`src/silhouette_edge_toggle_table_core_defines.svh`:
```
// Assertion macros for the edge toggle table.
`ifndef SILHOUETTE_EDGE_TOGGLE_TABLE_CORE_DEFINES_SVH
`define SILHOUETTE_EDGE_TOGGLE_TABLE_CORE_DEFINES_SVH

// Same-cycle check: when ante holds, cons must hold on that edge.
`define SETG_ASSERT_NOW(label, ante, cons, msg) \
    label: assert property (@(posedge i_clk) disable iff (!i_rst_n) \
        (ante) |-> (cons)) else $error(msg);

// Next-cycle check: when ante holds, cons must hold on the following edge.
`define SETG_ASSERT_NEXT(label, ante, cons, msg) \
    label: assert property (@(posedge i_clk) disable iff (!i_rst_n) \
        (ante) |=> (cons)) else $error(msg);

`endif

```
`src/setg_pkg.sv`:
```
// Shared types and codes for the edge toggle table.
package setg_pkg;

    typedef logic [31:0] t_edge;  // vertex a in [15:0], vertex b in [31:16]

    localparam logic [1:0] MODE_TOGGLE = 2'd0;
    localparam logic [1:0] MODE_READ   = 2'd1;
    localparam logic [1:0] MODE_CLEAR  = 2'd2;

    localparam int IN_TDATA_W  = 40;
    localparam int OUT_TDATA_W = 48;

    typedef enum logic [3:0] {
        ST_IDLE   = 4'b0001,
        ST_SCAN   = 4'b0010,
        ST_APPEND = 4'b0100,
        ST_DONE   = 4'b1000
    } t_state;

endpackage

```
`src/setg_cell.sv`:
```
// One storage cell of the rotating edge ring.
module setg_cell (
    input  logic           i_clk,
    input  logic           i_shift,
    input  setg_pkg::t_edge i_data,
    output setg_pkg::t_edge o_data
);

    setg_pkg::t_edge r_data;

    always_ff @(posedge i_clk) begin
        if (i_shift) begin
            r_data <= i_data;
        end
    end

    assign o_data = r_data;

endmodule

```
`src/silhouette_edge_toggle_table_core.sv`:
```
// Top level of the edge toggle table: cell ring, scan sequencer and output register.
// Usage
//   s_axis_tuser carries the mode (toggle, read, clear), s_axis_tdata carries
//   vertex_a, vertex_b and entry_index. Every request yields one result on m_axis.
//   Edges live in a ring of MAX_EDGES cells with the last valid entry in the top
//   cell, so a removal knows its replacement value at the start. A toggle or read
//   rotates the ring one cell per cycle and compares at cell 0; the ring ends up
//   rotated to match the new count.
// Sequence (accept to result valid)
//   toggle remove or drop, read : SCAN over every cell, then DONE
//   toggle append               : SCAN over every cell, APPEND, then DONE
//   clear, unused mode          : DONE
// Requests
//   One request at a time; the next is taken the cycle after the result is
//   loaded into the output register.
// Reset
//   i_rst_n low (synchronous) empties the table and drops any pending result;
//   entry contents are not cleared.
// Stall
//   A finished result holds in the output register while m_axis_tready is low;
//   a new request is still accepted, and its result waits for the register.
`include "silhouette_edge_toggle_table_core_defines.svh"

module silhouette_edge_toggle_table_core #(
    parameter int MAX_EDGES = 64
) (
    input  logic                               i_clk,
    input  logic                               i_rst_n,
    input  logic                               s_axis_tvalid,
    output logic                               s_axis_tready,
    // [15:0] vertex_a, [31:16] vertex_b, [37:32] entry_index, [39:38] zero
    input  logic [setg_pkg::IN_TDATA_W-1:0]    s_axis_tdata,
    // [1:0] mode
    input  logic [1:0]                         s_axis_tuser,
    output logic                               m_axis_tvalid,
    input  logic                               m_axis_tready,
    // [6:0] edge_total, [22:7] entry_vertex_a, [38:23] entry_vertex_b,
    // [39] was_removed, [40] full_drop, [41] bad_index, [47:42] zero
    output logic [setg_pkg::OUT_TDATA_W-1:0]   m_axis_tdata
);

    localparam int CW = $clog2(MAX_EDGES + 1);  // count width
    localparam int SW = $clog2(MAX_EDGES);      // slot / step width
    localparam logic [SW-1:0] LAST_STEP = SW'(MAX_EDGES - 1);
    localparam logic [CW-1:0] CAP       = CW'(MAX_EDGES);

    setg_pkg::t_state r_state, n_state;
    logic [CW-1:0]    r_count, n_count;
    logic [SW-1:0]    r_step;
    logic [SW-1:0]    r_slot;   // table slot currently in cell 0
    logic             r_hit;
    logic [1:0]       r_mode;
    logic [5:0]       r_idx;
    setg_pkg::t_edge  r_fwd, r_rev, r_last, r_rd;
    logic             r_rmv, r_drop, r_bad;
    logic             r_m_valid;
    logic [setg_pkg::OUT_TDATA_W-1:0] r_m_tdata;

    setg_pkg::t_edge  w_cell_q [MAX_EDGES];
    setg_pkg::t_edge  w_head, w_tail_in;
    logic             w_shift, w_valid, w_match, w_found, w_last, w_room;
    logic             w_toggle, w_accept, w_out_free;
    logic [SW-1:0]    w_slot_init;
    logic [15:0]      w_ra, w_rb;

    // ---- cell ring: cell g takes from cell g+1, top cell takes the tail value
    for (genvar g = 0; g < MAX_EDGES; g++) begin : g_cell
        if (g == MAX_EDGES - 1) begin : g_top
            setg_cell u_cell (
                .i_clk  (i_clk),
                .i_shift(w_shift),
                .i_data (w_tail_in),
                .o_data (w_cell_q[g])
            );
        end else begin : g_mid
            setg_cell u_cell (
                .i_clk  (i_clk),
                .i_shift(w_shift),
                .i_data (w_cell_q[g+1]),
                .o_data (w_cell_q[g])
            );
        end
    end

    assign s_axis_tready = (r_state == setg_pkg::ST_IDLE);
    assign w_accept      = s_axis_tvalid && s_axis_tready;
    assign w_out_free    = !r_m_valid || m_axis_tready;

    // ---- scan datapath at cell 0
    always_comb begin
        w_head   = w_cell_q[0];
        w_toggle = (r_mode == setg_pkg::MODE_TOGGLE);
        w_valid  = CW'(r_slot) < r_count;
        w_last   = (r_step == LAST_STEP);
        w_room   = (r_count < CAP);
        w_match  = (r_state == setg_pkg::ST_SCAN) && w_toggle && w_valid && !r_hit
                   && ((w_head == r_fwd) || (w_head == r_rev));
        w_found  = r_hit || w_match;
        // A removal stops one shift short, which moves the ring to count - 1.
        w_shift  = ((r_state == setg_pkg::ST_SCAN) && !(w_toggle && w_last && w_found))
                   || (r_state == setg_pkg::ST_APPEND);
        // Slot "count" is first out of cell 0; the appended edge is written there.
        if ((r_state == setg_pkg::ST_SCAN) && w_toggle && (r_step == '0) && w_room) begin
            w_tail_in = r_fwd;
        end else if (w_match) begin
            w_tail_in = r_last;
        end else begin
            w_tail_in = w_head;
        end
        w_slot_init = (r_count == CAP) ? '0 : SW'(r_count);
        w_ra = (r_mode == setg_pkg::MODE_READ && !r_bad) ? r_rd[15:0]  : 16'd0;
        w_rb = (r_mode == setg_pkg::MODE_READ && !r_bad) ? r_rd[31:16] : 16'd0;
    end

    // ---- sequencer
    always_comb begin
        n_state = r_state;
        n_count = r_count;
        case (r_state)
            setg_pkg::ST_IDLE: begin
                if (w_accept) begin
                    case (s_axis_tuser)
                        setg_pkg::MODE_TOGGLE,
                        setg_pkg::MODE_READ: n_state = setg_pkg::ST_SCAN;
                        setg_pkg::MODE_CLEAR: begin
                            n_state = setg_pkg::ST_DONE;
                            n_count = '0;
                        end
                        default: n_state = setg_pkg::ST_DONE;
                    endcase
                end
            end
            setg_pkg::ST_SCAN: begin
                if (w_last) begin
                    n_state = setg_pkg::ST_DONE;
                    if (w_toggle) begin
                        if (w_found) begin
                            n_count = r_count - CW'(1);
                        end else if (w_room) begin
                            n_count = r_count + CW'(1);
                            n_state = setg_pkg::ST_APPEND;
                        end
                    end
                end
            end
            setg_pkg::ST_APPEND: n_state = setg_pkg::ST_DONE;
            setg_pkg::ST_DONE: begin
                if (w_out_free) begin
                    n_state = setg_pkg::ST_IDLE;
                end
            end
            default: n_state = setg_pkg::ST_IDLE;
        endcase
    end

    always_ff @(posedge i_clk) begin
        if (!i_rst_n) begin
            r_state   <= setg_pkg::ST_IDLE;
            r_count   <= '0;
            r_m_valid <= 1'b0;
        end else begin
            r_state <= n_state;
            r_count <= n_count;
            if (r_state == setg_pkg::ST_DONE && w_out_free) begin
                r_m_valid <= 1'b1;
            end else if (m_axis_tready) begin
                r_m_valid <= 1'b0;
            end
        end
    end

    // ---- request and result payload
    always_ff @(posedge i_clk) begin
        if (w_accept) begin
            r_mode <= s_axis_tuser;
            r_fwd  <= s_axis_tdata[31:0];
            r_rev  <= {s_axis_tdata[15:0], s_axis_tdata[31:16]};
            r_idx  <= s_axis_tdata[37:32];
            r_last <= w_cell_q[MAX_EDGES-1];
            r_step <= '0;
            r_slot <= w_slot_init;
            r_hit  <= 1'b0;
            r_rmv  <= 1'b0;
            r_drop <= 1'b0;
            r_bad  <= (s_axis_tuser == setg_pkg::MODE_READ)
                      && !(32'(s_axis_tdata[37:32]) < 32'(r_count));
        end else if (r_state == setg_pkg::ST_SCAN) begin
            r_step <= r_step + SW'(1);
            r_slot <= (r_slot == LAST_STEP) ? '0 : r_slot + SW'(1);
            if (w_match) begin
                r_hit <= 1'b1;
            end
            if (r_mode == setg_pkg::MODE_READ && 32'(r_slot) == 32'(r_idx)) begin
                r_rd <= w_head;
            end
            if (w_last && w_toggle) begin
                r_rmv  <= w_found;
                r_drop <= !w_found && !w_room;
            end
        end
        if (r_state == setg_pkg::ST_DONE && w_out_free) begin
            r_m_tdata <= {6'd0, r_bad, r_drop, r_rmv, w_rb, w_ra, 7'(r_count)};
        end
    end

    assign m_axis_tvalid = r_m_valid;
    assign m_axis_tdata  = r_m_tdata;

    // ---- checks
    `SETG_ASSERT_NOW(a_count_bound, 1'b1, r_count <= CAP, "edge count above capacity")
    `SETG_ASSERT_NEXT(a_remove_dec,
        (r_state == setg_pkg::ST_SCAN) && w_toggle && w_last && w_found,
        r_count == $past(r_count) - CW'(1), "removal did not lower the count")
    `SETG_ASSERT_NEXT(a_accept_busy, w_accept, r_state != setg_pkg::ST_IDLE,
        "sequencer stayed idle after a request")

endmodule

```
`config.mk`:
```
export PLATFORM = sky130hd
export DESIGN_NAME = silhouette_edge_toggle_table_core
export DESIGN_NICKNAME = d
export VERILOG_FILES = /design/src/setg_pkg.sv /design/src/setg_cell.sv /design/src/silhouette_edge_toggle_table_core.sv
export VERILOG_INCLUDE_DIRS = /design/src /design/src/src
export SDC_FILE = /design/constraint.sdc
export NUM_CORES = 1
export LEC_CHECK = 0
export BUFFER_PORTS_ARGS = -buffer_cell sky130_fd_sc_hd__buf_2
export CAP_MARGIN = 25
export CORE_MARGIN = 4
export CORE_UTILIZATION = 45
export DETAILED_ROUTE_END_ITERATION = 7
export PLACE_DENSITY_LB_ADDON = 0.08
export SETUP_SLACK_MARGIN = 0.5
export SYNTH_ARGS = -nofsm -noshare
export SYNTH_HDL_FRONTEND = slang
export SYNTH_SLANG_ARGS = --single-unit
```
`constraint.sdc`:
```
create_clock -name i_clk -period 122.5 [get_ports i_clk]
set_clock_uncertainty 0.1 [all_clocks]
set_input_delay 6.125 -clock i_clk [delete_from_list [all_inputs] [get_ports i_clk]]
set_output_delay 6.125 -clock i_clk [all_outputs]
set_load 0.01 [all_outputs]
```
==> flow_summary.toml <==
[drt]
routed_via_density = 4.83
via_count = 25200
drc = 0
final_antenna_net_count = 0
drt_iter0_drc = 2342
first_pass_iters = 5
wirelength_um = 97600
wl_per_cell_um = 18.7

[logic_synthesis]
synth.area.top_cells = "edfxtp_1, xor2_1, dfxtp_1"
synth_area_leader_cell = "edfxtp_1"
ys_ff_latch = 2222
synth_most_common_cell = "edfxtp_1"
synth_top_cell_area_share_pct = 94.9
ys_seq_area_share_pct = 95.5
synthCells = 2681
avgSynthCellArea_um2 = 26.0
synthArstFlopShare_pct = 0
synth_top_flop_cell = "edfxtp_1"
synth_edf_count = 2201
yosys-top-cells-count = "edfxtp_1, nand2_1, xor2_1"
synth.distinct_cells = 47
yosys_warnings = 0
syn_area_um2 = 69700

[place]
dp_hpwl_um = 50600
place.gp.congestion = 0.785
port_buffers = 87

[timing]
setup_viol = 0
finalCriticalPeriod_ns = 9.17
finalSetupTns_ns = 0
tightest_slew_ns = 1.03
maxSlewHeadroom_pct = 31.6
final_hold_viol_count = 0
max_freq_ghz = 0.109
slew_viol_final = 0
fin_crit_sh_pct = 7.48
rsz0062_at_grt = "no"

[worst_setup_path]
rrSetupSlack_ns = 113.33
crit_start = "g_cell[0].g_mid.u_cell.o_data[3]$_DFFE_PP_"
r2r_end = "g_cell[43].g_mid.u_cell.o_data[23]$_DFFE_PP_"
cp_max_fo = 76
startpoint_type = "register"
critical_path.endpoint = "g_cell[43].g_mid.u_cell.o_data[23]$_DFFE_PP_"
endpoint_kind = "register"
worstPathArrival_ns = 9.47
reg2reg_depth = 16
cp.required_ns = 122.80
r2r_start = "g_cell[0].g_mid.u_cell.o_data[3]$_DFFE_PP_"
worstSetupPathType = "register to register"

[floorplan]
die_x_um = 401
core_area_um2 = 154000
dieArea_um2 = 161000
start_util_pct = 45.2
rows = 144
pin_count = 96
die_h_um = 401

[final_layout]
layout.nets = 3073
area_growth_pct = 14.7
num_antenna_cells = 0
final_util_pct = 51.9
drive_gt1_share_pct = 14.5

[clock_tree]
cts_setup_buffers = 0
htreeDepth = 4
ctsHoldBuffers = 0
cts_resized = 0
cts_buffers = 218
clockBufferDepth = 3
clkLatencyLatePin_ns = 0.80
clkTransAtPathRegs_ns = 0.06
clock_sinks = 2222
cts_tree = "yes"
cts_root_buffer = "clkbuf_16"

[pwr]
fin_total_pwr_mw = 1.55
ir_worst_vdd_uv = 13.9
power.density_nw_per_um2 = 19.4
leakagePower_nw = 25.3

[run]
drv_cap = 0

[global_routing]
overflow = 0
grt.total_usage_pct = 12.0
antenna_found_initial = 12
grt_pass1_vias = 25300
grt_pass1_wl_um = 151000
grt_max_degree = 199

[outcome]
status = "completed"

[worst_hold_path]
min_path_type = "register to register"
where the power goes:
group | internal [mW] | switching, mW | total, mW
clock | 0.362 | 0.267 | 0.629
sequential | 0.870 | 0.0119 | 0.882
combinational | 0.00857 | 0.0266 | 0.0352
total | 1.24 | 0.306 | 1.55
final cells by class:
type                    count  area (um2)
clock buffers             281        5760
clock inverters           117        1040
fillers                 11800       74200
inverters                  11        42.5
multi-input cells         421        3000
flip-flops and latches   2222       66500
well taps                2044        2560
repair buffers            131         971
critical path, stage by stage, from the launching register on:
cell      delay, ns
edfxtp_1       0.72
xor2_1         0.24
nor4_1         0.09
nand4_1        0.11
o22ai_1        0.12
buf_4          0.20
o311ai_4       0.08
buf_4          0.69
nor2b_1        0.53
inv_1          0.32
a21oi_4        0.60
buf_4          0.69
buf_4          0.78
buf_4          0.84
buf_4          0.78
buf_4          0.82
buf_4          0.84
registers in the layout, summed over array words and instances, names as in the netlist, 6 cells and up:
register,flops
r_count,7
r_slot,6
r_idx,6
r_step,6
m_axis_tdata,42
r_last,32
g_cell.g_top.u_cell.o_data,32
g_cell.g_mid.u_cell.o_data,2016
r_rd,32
r_fwd,31
placed cells by master (no fill, tap or decap), types with 31 or more instances in the layout:
cell,count
edfxtp_1,2201
clkbuf_16,221
buf_2,87
nand2_1,82
xor2_1,72
clkbuf_1,60
clkinv_1,54
nand3_1,39
and2_1,34
clkinv_2,33
buf_4,33
o211ai_2,31
worst min-delay path by stage:
stage               slack (ns)                                      endpoint  cells after the start                                          from
finish                    0.30  g_cell[50].g_mid.u_cell.o_data[19]$_DFFE_PP_                      0  g_cell[51].g_mid.u_cell.o_data[19]$_DFFE_PP_
global route              0.31  g_cell[18].g_mid.u_cell.o_data[17]$_DFFE_PP_                      0  g_cell[19].g_mid.u_cell.o_data[17]$_DFFE_PP_
CTS                       0.30  g_cell[50].g_mid.u_cell.o_data[19]$_DFFE_PP_                      0  g_cell[51].g_mid.u_cell.o_data[19]$_DFFE_PP_
detailed placement        0.30   g_cell[0].g_mid.u_cell.o_data[28]$_DFFE_PP_                      0   g_cell[1].g_mid.u_cell.o_data[28]$_DFFE_PP_
global placement          0.30   g_cell[9].g_mid.u_cell.o_data[27]$_DFFE_PP_                      0  g_cell[10].g_mid.u_cell.o_data[27]$_DFFE_PP_
floorplan                 0.30    g_cell[0].g_mid.u_cell.o_data[0]$_DFFE_PP_                      0    g_cell[1].g_mid.u_cell.o_data[0]$_DFFE_PP_
through the flow:
stage | setup WS (ns) | cell area (um2) | hold WS (ns) | cells
2_1_floorplan | 18.10 | 69700 | 0.300 | 2686
3_3_place_gp | 113.23 | 72800 | 0.300 | 4818
3_5_place_dp | 112.82 | 72800 | 0.305 | 4819
4_1_cts | 112.84 | 79600 | 0.302 | 5217
5_1_grt | 112.39 | 79900 | 0.307 | 5227
6_report | 113.33 | 79900 | 0.303 | 5227
layer usage:
layer	up-vias	routed length (um)	track usage (%)
met5	-	0	0
met4	0	2400	4.13
met3	211	6670	3.55
li1	11400	-	-
met1	13100	48700	19.1
met2	565	39800	15.6
cell families (layout without fill, tap and decap cells):
kind of cell	Yosys count	count (layout)	synth area share, %
compound gates	76	76	0.968
xor+xnor	83	83	1.04
fa+ha+maj	22	22	0.406
buf+inv	43	540	0.356
flops	2222	2222	95.5
mux	1	1	0.0144
other cells	1	6	0.00538
simple gates	233	233	1.74
No activity file was read; power rests on OpenSTA's default activity.
